## config.mk

```make
export PLATFORM = sky130hd
export DESIGN_NAME = soil_moisture_iir_lowpass
export DESIGN_NICKNAME = d
export VERILOG_FILES = /design/src/hw/rtl/smi_pkg.sv /design/src/hw/rtl/soil_moisture_iir_lowpass.sv /design/src/hw/rtl/smi_div.sv /design/src/hw/rtl/smi_hist_mem.sv /design/src/hw/rtl/smi_mac.sv
export VERILOG_INCLUDE_DIRS = /design/src /design/src/hw/rtl
export SDC_FILE = /design/constraint.sdc
export NUM_CORES = 2
export LEC_CHECK = 0
export ABC_AREA = 1
export CAP_MARGIN = 20
export CORE_ASPECT_RATIO = 0.5
export CORE_MARGIN = 1
export CORE_UTILIZATION = 50
export DETAILED_ROUTE_END_ITERATION = 12
export DONT_BUFFER_PORTS = 1
export PLACE_DENSITY_LB_ADDON = 0.1
export SLEW_MARGIN = 20
export SYNTH_ARGS = -nofsm -noshare
export SYNTH_HDL_FRONTEND = slang
export SYNTH_SLANG_ARGS = --single-unit
```

## constraint.sdc

```tcl
create_clock -name clk -period 8 [get_ports clk]
set_input_delay 1.6 -clock clk [delete_from_list [all_inputs] [get_ports clk]]
set_output_delay 1.6 -clock clk [all_outputs]
set_load 0.02 [all_outputs]
```

## src/hw/rtl/assert_macros.svh

```systemverilog
// assertion macros for the soil moisture filter rtl
// no dependencies; included by the files that carry assertions
`ifndef ASSERT_MACROS_SVH
`define ASSERT_MACROS_SVH

`ifndef SYNTH
`define ASSERT_RST(label, clk, rst_n, prop, msg) \
    label: assert property (@(posedge clk) disable iff (!rst_n) prop) else $error(msg);
`define ASSERT_CLK(label, clk, prop, msg) \
    label: assert property (@(posedge clk) prop) else $error(msg);
`else
`define ASSERT_RST(label, clk, rst_n, prop, msg)
`define ASSERT_CLK(label, clk, prop, msg)
`endif

`endif

```

## src/hw/rtl/smi_pkg.sv

```systemverilog
// shared types, constants and coefficient table for the soil moisture filter
// no dependencies
`default_nettype none

package smi_pkg;

    localparam int HistFracBitsDef = 24;
    localparam int AdcW            = 10;
    localparam int OutW            = 25;
    localparam int HistIntW        = 10;
    localparam int HistDepth       = 4;
    localparam int PtrW            = 2;
    localparam int NumTaps         = 9;
    localparam int TapW            = 4;
    localparam int CoefW           = 36;
    localparam int CoefHalfW       = 21;
    localparam int HalfShift       = 16;
    localparam int GuardW          = 4;
    localparam int MacIssues       = 2 * NumTaps;
    localparam int MacCntW         = 5;
    localparam int PctNumW         = 17;
    localparam int RemW            = 10;
    localparam int FoldTerms       = 5;
    localparam int FoldRemW        = 13;
    localparam int CorrW           = 3;
    localparam int OutWideW        = HistIntW + 17;

    localparam logic [RemW:0]    DivConst = 11'd1023;
    localparam logic [AdcW-1:0]  AdcFull  = 10'd1023;
    localparam logic [6:0]       PctScale = 7'd100;

    typedef enum logic [2:0] {
        ST_IDLE,
        ST_DIV,
        ST_FILL,
        ST_MAC,
        ST_DRAIN,
        ST_ROUND,
        ST_WRITE
    } state_t;

    typedef struct packed {
        logic            valid;
        logic [TapW-1:0] tap;
        logic            half;
    } mac_issue_t;

    // tap 0 is the new sample, 1..4 past inputs, 5..8 past outputs (feedback sign folded in)
    function automatic logic signed [CoefW-1:0] coef_of(input logic [TapW-1:0] tap);
        logic signed [CoefW-1:0] c;
        case (tap)
            4'd0:    c = 36'sd57096;
            4'd1:    c = 36'sd228385;
            4'd2:    c = 36'sd342577;
            4'd3:    c = 36'sd228385;
            4'd4:    c = 36'sd57096;
            4'd5:    c = 36'sd15769956018;
            4'd6:    c = -36'sd21766887341;
            4'd7:    c = 36'sd13382976038;
            4'd8:    c = -36'sd3091991311;
            default: c = '0;
        endcase
        return c;
    endfunction

endpackage

`default_nettype wire

```

## src/hw/rtl/soil_moisture_iir_lowpass.sv

```systemverilog
// soil moisture iir low-pass: top level with sequencer and output register
// uses smi_pkg, smi_div, smi_hist_mem, smi_mac and assert_macros.svh
//
// usage:
//   input channel in_valid/in_ready carries one word: adc_sample and preload.
//   output channel out_valid/out_ready carries filtered_percent, signed Q8.16.
//   every accepted word gives exactly one result word.
//   the time from accept to out_valid does not depend on the history fraction
//   width; a set preload adds a fill phase (one write per history entry). the
//   conversion divider runs first, then the single multiplier (nine taps, two
//   coefficient halves).
//   in_ready is high only between items, so one item is in flight; a new word
//   can be taken in the cycle after the previous result is loaded.
//   the result sits in an output register; while the receiver stalls, the next
//   word is still accepted and processed, and the block then waits with the
//   finished result until the register frees up.
//   reset clears the sequencer, the output valid flag and the history valid
//   bits, so all eight history taps read as zero.
`default_nettype none
`include "assert_macros.svh"

module soil_moisture_iir_lowpass
    import smi_pkg::*;
#(
    parameter int HISTORY_FRAC_BITS = HistFracBitsDef
)
(
    input  wire logic                   clk,
    input  wire logic                   rst_n,
    input  wire logic                   in_valid,
    output logic                        in_ready,
    input  wire logic [AdcW-1:0]        adc_sample,
    input  wire logic                   preload,
    output logic                        out_valid,
    input  wire logic                   out_ready,
    output logic signed [OutW-1:0]      filtered_percent
);

    localparam int HW = HistIntW + HISTORY_FRAC_BITS;
    localparam logic [MacCntW-1:0] MacLast   = MacCntW'(MacIssues - 1);
    localparam logic [MacCntW-1:0] FillLast  = MacCntW'(HistDepth - 1);
    localparam logic [MacCntW-1:0] DrainLast = MacCntW'(1);

    state_t                  state_reg;
    state_t                  state_next;
    logic [MacCntW-1:0]      cnt_reg;
    logic [MacCntW-1:0]      cnt_next;
    logic [PtrW-1:0]         ptr_reg;
    logic [PtrW-1:0]         ptr_next;
    logic                    pre_reg;
    logic                    pre_next;
    logic signed [HW-1:0]    y_reg;
    logic signed [HW-1:0]    y_next;
    logic                    out_valid_reg;
    logic                    out_valid_next;
    logic signed [OutW-1:0]  out_data_reg;
    logic signed [OutW-1:0]  out_data_next;

    logic                    div_start;
    logic                    div_busy;
    logic                    div_done;
    logic [HW-1:0]           x;
    mac_issue_t              issue;
    logic                    mem_we;
    logic [PtrW-1:0]         mem_waddr;
    logic [PtrW-1:0]         mem_raddr;
    logic signed [HW-1:0]    out_wdata;
    logic signed [HW-1:0]    in_hist;
    logic signed [HW-1:0]    out_hist;
    logic signed [HW-1:0]    mac_y;
    logic signed [OutWideW-1:0] o_wide;
    logic signed [OutW-1:0]  o_sat;

    smi_div #(
        .HISTORY_FRAC_BITS (HISTORY_FRAC_BITS)
    ) u_div (
        .clk        (clk),
        .rst_n      (rst_n),
        .start      (div_start),
        .adc_sample (adc_sample),
        .busy       (div_busy),
        .done       (div_done),
        .quotient   (x)
    );

    smi_hist_mem #(
        .W (HW)
    ) u_in_mem (
        .clk   (clk),
        .rst_n (rst_n),
        .we    (mem_we),
        .waddr (mem_waddr),
        .wdata ($signed(x)),
        .raddr (mem_raddr),
        .rdata (in_hist)
    );

    smi_hist_mem #(
        .W (HW)
    ) u_out_mem (
        .clk   (clk),
        .rst_n (rst_n),
        .we    (mem_we),
        .waddr (mem_waddr),
        .wdata (out_wdata),
        .raddr (mem_raddr),
        .rdata (out_hist)
    );

    smi_mac #(
        .HISTORY_FRAC_BITS (HISTORY_FRAC_BITS)
    ) u_mac (
        .clk      (clk),
        .rst_n    (rst_n),
        .issue    (issue),
        .x        (x),
        .in_hist  (in_hist),
        .out_hist (out_hist),
        .y        (mac_y)
    );

    // newest history entry sits at ptr, older ones follow
    assign mem_raddr = ptr_reg + PtrW'(issue.tap - 4'd1);

    generate
        if (HISTORY_FRAC_BITS > 16)
        begin : g_out_round
            localparam logic signed [HW:0] ORnd = (HW+1)'(1) << (HISTORY_FRAC_BITS - 17);
            logic signed [HW:0] ys;
            assign ys     = (HW+1)'(y_reg) + ORnd;
            assign o_wide = ys[HW:HISTORY_FRAC_BITS-16];
        end
        else
        begin : g_out_plain
            assign o_wide = OutWideW'(y_reg);
        end
    endgenerate

    assign o_sat = ((&o_wide[OutWideW-1:OutW-1]) | ~(|o_wide[OutWideW-1:OutW-1]))
                 ? o_wide[OutW-1:0]
                 : {o_wide[OutWideW-1], {(OutW-1){~o_wide[OutWideW-1]}}};

    always_ff @(posedge clk or negedge rst_n)
    begin
        if (!rst_n)
        begin
            state_reg     <= ST_IDLE;
            cnt_reg       <= '0;
            ptr_reg       <= '0;
            pre_reg       <= 1'b0;
            out_valid_reg <= 1'b0;
        end
        else
        begin
            state_reg     <= state_next;
            cnt_reg       <= cnt_next;
            ptr_reg       <= ptr_next;
            pre_reg       <= pre_next;
            out_valid_reg <= out_valid_next;
        end
    end

    always_ff @(posedge clk)
    begin
        y_reg        <= y_next;
        out_data_reg <= out_data_next;
    end

    always_comb
    begin
        state_next     = state_reg;
        cnt_next       = cnt_reg;
        ptr_next       = ptr_reg;
        pre_next       = pre_reg;
        y_next         = y_reg;
        out_valid_next = out_valid_reg;
        out_data_next  = out_data_reg;
        in_ready       = 1'b0;
        div_start      = 1'b0;
        issue          = '0;
        mem_we         = 1'b0;
        mem_waddr      = cnt_reg[PtrW-1:0];
        out_wdata      = $signed(x);

        if (out_valid_reg && out_ready)
        begin
            out_valid_next = 1'b0;
        end

        case (state_reg)
            ST_IDLE:
            begin
                in_ready = 1'b1;
                if (in_valid)
                begin
                    div_start  = 1'b1;
                    pre_next   = preload;
                    state_next = ST_DIV;
                end
            end
            ST_DIV:
            begin
                if (div_done)
                begin
                    cnt_next   = '0;
                    state_next = pre_reg ? ST_FILL : ST_MAC;
                end
            end
            ST_FILL:
            begin
                mem_we = 1'b1;
                if (cnt_reg == FillLast)
                begin
                    cnt_next   = '0;
                    state_next = ST_MAC;
                end
                else
                begin
                    cnt_next = cnt_reg + 1'b1;
                end
            end
            ST_MAC:
            begin
                issue.valid = 1'b1;
                issue.tap   = cnt_reg[MacCntW-1:1];
                issue.half  = cnt_reg[0];
                if (cnt_reg == MacLast)
                begin
                    cnt_next   = '0;
                    state_next = ST_DRAIN;
                end
                else
                begin
                    cnt_next = cnt_reg + 1'b1;
                end
            end
            ST_DRAIN:
            begin
                if (cnt_reg == DrainLast)
                begin
                    state_next = ST_ROUND;
                end
                else
                begin
                    cnt_next = cnt_reg + 1'b1;
                end
            end
            ST_ROUND:
            begin
                y_next     = mac_y;
                state_next = ST_WRITE;
            end
            ST_WRITE:
            begin
                if (!out_valid_reg || out_ready)
                begin
                    mem_we         = 1'b1;
                    mem_waddr      = ptr_reg - 1'b1;
                    out_wdata      = y_reg;
                    ptr_next       = ptr_reg - 1'b1;
                    out_valid_next = 1'b1;
                    out_data_next  = o_sat;
                    state_next     = ST_IDLE;
                end
            end
            default:
            begin
                state_next = ST_IDLE;
            end
        endcase
    end

    assign out_valid        = out_valid_reg;
    assign filtered_percent = out_data_reg;

    `ASSERT_RST(a_accept_starts_div, clk, rst_n, (in_valid && in_ready) |=> div_busy, "divider not started after accept")
    `ASSERT_RST(a_div_done_phase, clk, rst_n, div_done |-> (state_reg == ST_DIV), "divider done outside divide phase")
    `ASSERT_RST(a_ptr_moves_on_load, clk, rst_n, !$stable(ptr_reg) |-> ($past(state_reg) == ST_WRITE) && out_valid_reg, "history pointer moved without a result load")
    `ASSERT_RST(a_issue_tap_range, clk, rst_n, issue.valid |-> (issue.tap < TapW'(NumTaps)), "tap index beyond filter length")

endmodule

`default_nettype wire

```

## src/hw/rtl/smi_div.sv

```systemverilog
// adc to percent conversion: 100*(1023-adc)*2^F rounded, divided by 1023
// folds the dividend in 10-bit digits (1023 = 2^10 - 1), then corrects the
// estimate from its remainder; uses smi_pkg
`default_nettype none

module smi_div
    import smi_pkg::*;
#(
    parameter int HISTORY_FRAC_BITS = HistFracBitsDef
)
(
    input  wire logic                                  clk,
    input  wire logic                                  rst_n,
    input  wire logic                                  start,
    input  wire logic [AdcW-1:0]                       adc_sample,
    output logic                                       busy,
    output logic                                       done,
    output logic [HistIntW+HISTORY_FRAC_BITS-1:0]      quotient
);

    localparam int HW     = HistIntW + HISTORY_FRAC_BITS;
    localparam int DvdW   = PctNumW + HISTORY_FRAC_BITS;
    localparam int Stages = 3;

    logic [DvdW-1:0]     dvd_reg;
    logic [HW-1:0]       est_reg;
    logic [HW-1:0]       est_next;
    logic [FoldRemW-1:0] rem_reg;
    logic [FoldRemW-1:0] rem_next;
    logic [CorrW-1:0]    corr;
    logic [HW-1:0]       quot_reg;
    logic [Stages-1:0]   stage_reg;
    logic                done_reg;
    logic [PctNumW-1:0]  pct_num;

    assign pct_num = PctNumW'({7'd0, AdcFull - adc_sample}) * PctNumW'(PctScale);

    // estimate never exceeds the true quotient and is short by less than six
    always_comb
    begin
        est_next = '0;
        for (int i = 1; i <= FoldTerms; i++)
        begin
            est_next = est_next + HW'(dvd_reg >> (RemW * i));
        end
    end

    assign rem_next = FoldRemW'(dvd_reg) + FoldRemW'(est_reg)
                    - {est_reg[FoldRemW-RemW-1:0], {RemW{1'b0}}};

    always_comb
    begin
        logic [FoldRemW-1:0] thr;
        corr = '0;
        thr  = FoldRemW'(DivConst);
        for (int k = 0; k < FoldTerms; k++)
        begin
            if (rem_reg >= thr)
            begin
                corr = corr + 1'b1;
            end
            thr = thr + FoldRemW'(DivConst);
        end
    end

    always_ff @(posedge clk)
    begin
        if (start)
        begin
            dvd_reg <= (DvdW'(pct_num) << HISTORY_FRAC_BITS) | DvdW'(9'h1FF);
        end
        if (stage_reg[0])
        begin
            est_reg <= est_next;
        end
        if (stage_reg[1])
        begin
            rem_reg <= rem_next;
        end
        if (stage_reg[2])
        begin
            quot_reg <= est_reg + HW'(corr);
        end
    end

    always_ff @(posedge clk or negedge rst_n)
    begin
        if (!rst_n)
        begin
            stage_reg <= '0;
            done_reg  <= 1'b0;
        end
        else
        begin
            stage_reg <= {stage_reg[Stages-2:0], start};
            done_reg  <= stage_reg[Stages-1];
        end
    end

    assign busy     = |stage_reg;
    assign done     = done_reg;
    assign quotient = quot_reg;

endmodule

`default_nettype wire

```

## src/hw/rtl/smi_hist_mem.sv

```systemverilog
// four-entry history memory, one write and one registered read per cycle
// entries read as zero until first written after reset; uses smi_pkg
`default_nettype none

module smi_hist_mem
    import smi_pkg::*;
#(
    parameter int W = HistIntW + HistFracBitsDef
)
(
    input  wire logic                 clk,
    input  wire logic                 rst_n,
    input  wire logic                 we,
    input  wire logic [PtrW-1:0]      waddr,
    input  wire logic signed [W-1:0]  wdata,
    input  wire logic [PtrW-1:0]      raddr,
    output logic signed [W-1:0]       rdata
);

    logic [W-1:0]         hist_mem [HistDepth];
    logic [W-1:0]         rd_reg;
    logic [HistDepth-1:0] valid_reg;
    logic                 rd_valid_reg;

    always_ff @(posedge clk)
    begin
        if (we)
        begin
            hist_mem[waddr] <= wdata;
        end
        rd_reg <= hist_mem[raddr];
    end

    always_ff @(posedge clk or negedge rst_n)
    begin
        if (!rst_n)
        begin
            valid_reg    <= '0;
            rd_valid_reg <= 1'b0;
        end
        else
        begin
            if (we)
            begin
                valid_reg[waddr] <= 1'b1;
            end
            rd_valid_reg <= valid_reg[raddr];
        end
    end

    assign rdata = rd_valid_reg ? $signed(rd_reg) : '0;

endmodule

`default_nettype wire

```

## src/hw/rtl/smi_mac.sv

```systemverilog
// shared multiply-accumulate over the nine filter taps, coefficients split into 16-bit low
// and 20-bit high parts; rounds the sum to the history format and saturates; uses smi_pkg
`default_nettype none

module smi_mac
    import smi_pkg::*;
#(
    parameter int HISTORY_FRAC_BITS = HistFracBitsDef
)
(
    input  wire logic                                        clk,
    input  wire logic                                        rst_n,
    input  wire mac_issue_t                                  issue,
    input  wire logic [HistIntW+HISTORY_FRAC_BITS-1:0]       x,
    input  wire logic signed [HistIntW+HISTORY_FRAC_BITS-1:0] in_hist,
    input  wire logic signed [HistIntW+HISTORY_FRAC_BITS-1:0] out_hist,
    output logic signed [HistIntW+HISTORY_FRAC_BITS-1:0]     y
);

    localparam int HW = HistIntW + HISTORY_FRAC_BITS;
    localparam int PW = HW + CoefHalfW;
    localparam int AW = PW + GuardW;
    localparam int YW = AW + 1 - HalfShift;

    mac_issue_t              s1_reg;
    logic signed [HW-1:0]    v_sel;
    logic signed [CoefW-1:0] coef;
    logic signed [CoefHalfW-1:0] coef_sel;
    logic signed [PW-1:0]    prod_next;
    logic signed [PW-1:0]    prod_reg;
    logic                    prod_valid_reg;
    logic                    prod_half_reg;
    logic                    prod_first_reg;
    logic signed [AW-1:0]    acc_hi_reg;
    logic signed [AW-1:0]    acc_lo_reg;
    logic signed [AW-1:0]    prod_ext;
    logic signed [AW:0]      sum;
    logic signed [YW-1:0]    yw;
    logic                    fits;

    always_comb
    begin
        if (s1_reg.tap == '0)
        begin
            v_sel = $signed(x);
        end
        else if (s1_reg.tap inside {[4'd1:4'd4]})
        begin
            v_sel = in_hist;
        end
        else
        begin
            v_sel = out_hist;
        end
        coef = coef_of(s1_reg.tap);
        if (s1_reg.half)
        begin
            coef_sel = $signed({coef[CoefW-1], coef[CoefW-1:HalfShift]});
        end
        else
        begin
            coef_sel = $signed({5'd0, coef[HalfShift-1:0]});
        end
        prod_next = v_sel * coef_sel;
    end

    always_ff @(posedge clk or negedge rst_n)
    begin
        if (!rst_n)
        begin
            s1_reg         <= '0;
            prod_valid_reg <= 1'b0;
        end
        else
        begin
            s1_reg         <= issue;
            prod_valid_reg <= s1_reg.valid;
        end
    end

    always_ff @(posedge clk)
    begin
        prod_reg       <= prod_next;
        prod_half_reg  <= s1_reg.half;
        prod_first_reg <= (s1_reg.tap == '0);
    end

    assign prod_ext = AW'(prod_reg);

    always_ff @(posedge clk)
    begin
        if (prod_valid_reg)
        begin
            if (prod_half_reg)
            begin
                acc_hi_reg <= prod_first_reg ? prod_ext : acc_hi_reg + prod_ext;
            end
            else
            begin
                acc_lo_reg <= prod_first_reg ? prod_ext : acc_lo_reg + prod_ext;
            end
        end
    end

    assign sum  = (AW+1)'(acc_hi_reg) + (AW+1)'(acc_lo_reg >>> HalfShift)
                + (AW+1)'(18'sd32768);
    assign yw   = sum[AW:HalfShift];
    assign fits = (&yw[YW-1:HW-1]) | ~(|yw[YW-1:HW-1]);
    assign y    = fits ? yw[HW-1:0] : {yw[YW-1], {(HW-1){~yw[YW-1]}}};

endmodule

`default_nettype wire

```

### Word-level counts from Yosys, hierarchy flattened

Memory sizes are Yosys's and may differ from the RTL's. A register that Yosys moved wholly into a read port is not among the register bits.
Cells that the tools add are included.
Widths: inputs -> output; s select.

| operators by class | value |
|---|---|
| $lt $le $gt $ge | 10 |
| bitwise operators | 9 |
| equality and inequality tests | 16 |
| reductions and logical operators | 18 |
| shift-type cells | 0 |
| divide/modulo/power cells | 0 |
| add/sub/neg operators | 20 |
| mux-type cells | 48 |
| multiply operators | 2 |

Operator list:

| kind | number |
|---|---|
| $mux 34 | 7 |
| $add 59x55->59 | 2 |
| $mux 59 | 2 |
| $add 59x43->60 | 1 |
| $add 60x17->60 const B | 1 |
| $mul 34x21->55 | 1 |
| $add 34x9->35 const B | 1 |
| $add 34x1->34 | 1 |
| $add 34x11->34 | 1 |
| $add 34x3->34 | 1 |
| $add 31x21->32 | 1 |
| $mux 3 | 10 |
| $ge 13x12->1 const B | 2 |
| $mux 25 | 1 |
| $mux 21 | 1 |
| $pmux 3 s7 | 1 |
| $mux 5 | 4 |
| $pmux 5 s4 | 1 |
| $mul 10x5->15 const B | 1 |
| $mux 1 | 14 |
| $add 9x13->13 const A | 1 |
| $ge 13x10->1 const B | 1 |
| $ge 13x11->1 const B | 1 |
| $ge 13x13->1 const B | 1 |
| other kinds (38) | 65 |

| storage, ports and cells | value |
|---|---|
| memories | 3 |
| flip-flop bits (word level) | 363 |
| word-level logic and storage cells | 152 |
| bits in read-only memories | 560 |
| RAM bits | 272 |
| input bits | 15 |
| output and inout bits | 27 |
| latch bits | 0 |

Memories:

| name | words | bits a word | read ports | clocked after memory_dff | wr ports | line | text |
|---|---|---|---|---|---|---|---|
| (no name shown) | 16 | 35 | 1 | 0 | 0 | smi_pkg.sv:51 | `case (tap)` |
| u_in_mem.hist_mem | 4 | 34 | 1 | 1 | 1 | smi_hist_mem.sv:20 | `logic [W-1:0] hist_mem [HistDepth];` |
| u_out_mem.hist_mem | 4 | 34 | 1 | 1 | 1 | smi_hist_mem.sv:20 |  |

### Longest topological paths before layout

| depth | value |
|---|---|
| depth after elaboration | 11 |
| mapped depth | 41 |
| mapped depth without buffers | 39 |

### By module

From an unflattened synthesis, not the netlist that was laid out.

| second synthesis, totals | value |
|---|---|
| cells, all modules | 8709 |
| area, all modules | 69568.0 um^2 |

By module, submodules not included:

| module | times used | area each (um^2) | seq. area each (um^2) | cells each |
|---|---|---|---|---|
| smi_mac | 1 | 45454.8 | 4859.7 | 6298 |
| smi_hist_mem at u_out_mem | 1 | 6937.9 | 4889.7 | 668 |
| smi_hist_mem at u_in_mem | 1 | 6935.4 | 4889.7 | 670 |
| smi_div | 1 | 6238.5 | 2892.8 | 619 |
| soil_moisture_iir_lowpass | 1 | 4001.3 | 2072.0 | 454 |

### Least setup slack after synthesis

No wires, ideal clock.

| path | value |
|---|---|
| path kind | register -> register |
| start | register u_mac.s1_reg[1] (netlist name) |
| end | register u_mac.prod_reg[54] |
| data arrival time | 7.450 ns |
| library setup time | 0.123 ns |
| path buffers | 2 |
| cell stages (with the launch flop) | 38 |
| path slack | 0.426 ns |
| period minus slack after synthesis | 7.574 ns |
| required time | 7.877 ns |
| path through | dfrtp_1 > inv_1 > ha_1 > inv_1 > a21oi_1 > nand2_1 > nand2_1 > clkinv_1 > clkbuf_1 > a22oi_1 > nand2_1 > o21ai_0 > clkbuf_1 > nor2_1 > fa_1 > inv_1 > fa_1 > fa_1 > (+2 left out) > fa_1 > fa_1 > inv_1 > fa_1 > inv_1 > ha_1 > nand2_1 > nor2_1 > inv_1 > nor3_1 > nand4_1 > o21ai_0 > nand2_1 > nand2_1 > nand2_1 > nand2_1 > a21oi_1 > xor2_1 |

| on the way | value |
|---|---|
| word-level cells in the longest chain between the ends | 5 |
| elaborated cells between the ends (all ways) | 9 |
| those cells by class | mul (1); order compare (2); mux (3); reduce/logical (2); memory (1) |

RTL lines:

| item | line | text |
|---|---|---|
| start, declared | smi_mac.sv:25 | `mac_issue_t s1_reg;` |
| start signal, assigned | smi_mac.sv:76 | `s1_reg <= issue;` |
| $ge 4x1->1 / $le 4x3->1 (equally long branches) | smi_mac.sv:47 | `else if (s1_reg.tap inside {[4'd1:4'd4]})` |
| $logic_and 1x1->1 | smi_mac.sv:47 |  |
| $mux 34 | smi_mac.sv:47 |  |
| $mux 34 | smi_mac.sv:43 | `if (s1_reg.tap == '0)` |
| $mul 34x21->55 (*) | smi_mac.sv:64 | `prod_next = v_sel * coef_sel;` |
| via u_mac.prod_next[54] | smi_mac.sv:29 | `logic signed [PW-1:0] prod_next;` |
| end signal, assigned | smi_mac.sv:83 | `prod_reg <= prod_next;` |
| end, declared | smi_mac.sv:30 | `logic signed [PW-1:0] prod_reg;` |

Mark *: on every way through the listed nets, which the timed path passes. The rest lies on a longest branch.
A chain may end at the register's enable or synchronous reset.

### Worst setup path in the final report

| path | value |
|---|---|
| start | register u_mac.s1_reg[1] (netlist name) |
| end | register u_mac.prod_reg[53] |

Same word-level chain as after synthesis.

==> flow_summary.yaml <==
detailed_routing:
  drc_errors: 0
  drt_iter0_markers: 5052
  post_drt_via_cell_ratio: 5.50
  postRouteAntennaNets: 0
  first_pass_iters: 6
  routed_wl_um: 238000
  vias: 55800
  routedWlPerCell_um: 23.5
cts:
  numCtsBuffers: 70
  cts_num_sinks: 702
  cts_hold_buf: 0
  clk_latency_ps: 710
  clk_pin_slew_ps: 70
  cts_tree: "yes"
  cts-root-buf: "clkbuf_16"
  clk_path_buf_depth: 3
  htree_levels: 3
global_routing:
  overflow: 0
  grt_pass1_vias: 54600
  grt_max_degree: 78
  grt_pass1_wl_um: 349000
  antenna_found_initial: 11
  grt_use_total: 0.351
setup_path:
  start_kind: "flip-flop"
  cp_slowest_cell: "fa_1"
  r2r_cells: 39
  critPathKind: "flip-flop to flip-flop"
  endpoint_kind: "flip-flop"
  critPathMaxStageDelay_ps: 570
  worst_ep_required_time_ps: 8580
  cpMostUsedCell: "fa_1"
  crit_arrival_ps: 8440
  critPathMaxFanout: 8
timing:
  hold_viol: 0
  relSlewSlack: 0.292
  whs_ps: 354
  final.min_clock_period_ps: 7860
  fin_setup_tns_ps: 0
  finalSetupViolCount: 0
  finalCritPeriodShare: 0.982
  rsz0062_at_grt: "yes"
  final.setup_skew_ps: 38.9
  worst_slew_pin_slew_ps: 1060
  max_clock_freq_mhz: 127
  slew_viol_final: 0
synthesis:
  synth-adder-area-share: 0.296
  synth_top_family_by_area: "adder cells"
  synthArstFlopShare: 0.0470
  yosys.area_share.simple: 0.175
  synth-compound-area-share: 0.0956
  seq_area_frac_synth: 0.293
  yosysWarnings: 0
  synthXorXnorAreaFrac: 0.0301
  yosysUniqueCellTypes: 62
  yosys_register_bits: 702
  avgSynthCellArea_sq_um: 8.46
  synthFlopType: "edfxtp_1"
  synthMuxAreaShare: 0.0105
  synth_nets: 9106
  postSynthCellCount: 7934
  synth.cell_area_sq_mm: 0.0671
  synth_edf_count: 544
run_status:
  status: "finished, final reports clean"
job:
  maxCapViolCount: 0
layout:
  layout.nets: 9488
  syn_to_final_growth_pct: 14.9
  nFillCells: 12200
  top_regs: "u_in_mem.hist_mem (136), u_out_mem.hist_mem (136)"
  drive_above_1_share: 0.131
placement:
  place_congestion: 1.01
  dpl.hpwl_um: 193000
  place.port_buffers: 0
floorplanning:
  fp.dieW_um: 520
  io_pins: 42
  die_h_um: 261
  start_util: 0.507
  rows: 94
  core_area_sq_mm: 0.132
  dieArea_sq_mm: 0.136
min_path:
  min_path_type: "flip-flop to flip-flop"
  hold_depth: 0
## worst max-delay path: cells and delay by family, from the launching register on
kind / cells / cell delay, ps
simple gates: 10 / 730
fa+ha+maj: 9 / 4120
buf+inv: 17 / 1920
compound gates: 3 / 530
flops: 1 / 400
## synthesized netlist by cell type, drive strengths merged (35+ instances only)
cell | number | area (sq um)
nand2 | 1549 | 5840
inv | 1544 | 5800
nor2 | 899 | 3430
fa | 717 | 14400
edfxtp | 544 | 16300
o21ai | 472 | 2430
ha | 440 | 5510
a21oi | 365 | 1830
nand3 | 197 | 1040
clkbuf | 162 | 608
xor2 | 152 | 1330
dfxtp | 125 | 2500
or2 | 92 | 576
o211ai | 84 | 631
xnor2 | 79 | 692
mux2i | 68 | 681
nor3 | 65 | 355
a31oi | 46 | 288
nand4 | 42 | 263
buf | 38 | 229
a21o | 35 | 263
## kinds of logic (layout without fill, tap and decap cells)
family,count (synthesis),count (layout)
fa+ha+maj,1157,1157
other cells,1,3
xor+xnor,231,231
mux,70,70
buf+inv,1765,2203
flops,702,702
simple gates,2881,2881
compound gates,1127,1127
## routing by layer
metal / vias to the layer above / part of all wire / track usage
met5: - / 0.00031 / 0
met4: 10 / 0.034 / 0.102
met3: 376 / 0.084 / 0.0708
met2: 2133 / 0.44 / 0.544
met1: 27400 / 0.44 / 0.497
li1: 25800 / - / -
## cells in the final DEF (no fill, tap or decap), drive strengths merged, types with 152 or more instances in the layout
master	count
nand2	1549
inv	1547
nor2	899
fa	717
edfxtp	544
buf	502
o21ai	472
ha	440
a21oi	365
nand3	197
xor2	152
## stage by stage
stage	setup WS [ps]	util	cell area (sq um)	std cells
floorplan	426	-	67100	7934
global placement	-36.2	0.547	72400	9938
detailed placement	-108	0.547	72400	9938
CTS	-38.6	0.566	74900	10100
global route	-134	0.583	77200	10100
finish	142	0.583	77200	10200
## cell type report
| type | instances | area, sq um | share of cell area |
|---|---|---|---|
| multi-input combinational | 5467 | 42200 | 0.546 |
| timing repair buffer | 510 | 4740 | 0.0614 |
| antenna | 2 | 5.00 | 0.0000649 |
| inverter | 1565 | 5950 | 0.0771 |
| sequential | 702 | 19700 | 0.255 |
| clock inverter | 40 | 462 | 0.00598 |
| tap | 1776 | 2220 | 0.0288 |
| clock buffer | 88 | 1950 | 0.0253 |
## path summary, 6_finish.rpt
kind / slack (ps) / startpoint / to
setup / recovery: 140 / u_mac.s1_reg[1] / u_mac.prod_reg[53]
hold / removal: 350 / u_mac.s1_reg[5] / u_mac.prod_valid_reg
setup reg to reg: 140 / u_mac.s1_reg[1] / u_mac.prod_reg[53]
hold reg to reg: 350 / u_mac.s1_reg[5] / u_mac.prod_valid_reg
max in group asynchronous: 7290 / rst_n / u_div.stage_reg[2]
min in group asynchronous: 600 / rst_n / u_div.done
## what timing repair did
action                     CTS  global route
resized for setup           22           367
setup buffers                4            67
pin swaps                    0           107
cloned                       0            12
setup endpoints to repair   18            40
Power is left out: the tool's default activity adds up to more than one toggle a clock period on the data nets, which glitch-free logic cannot reach.
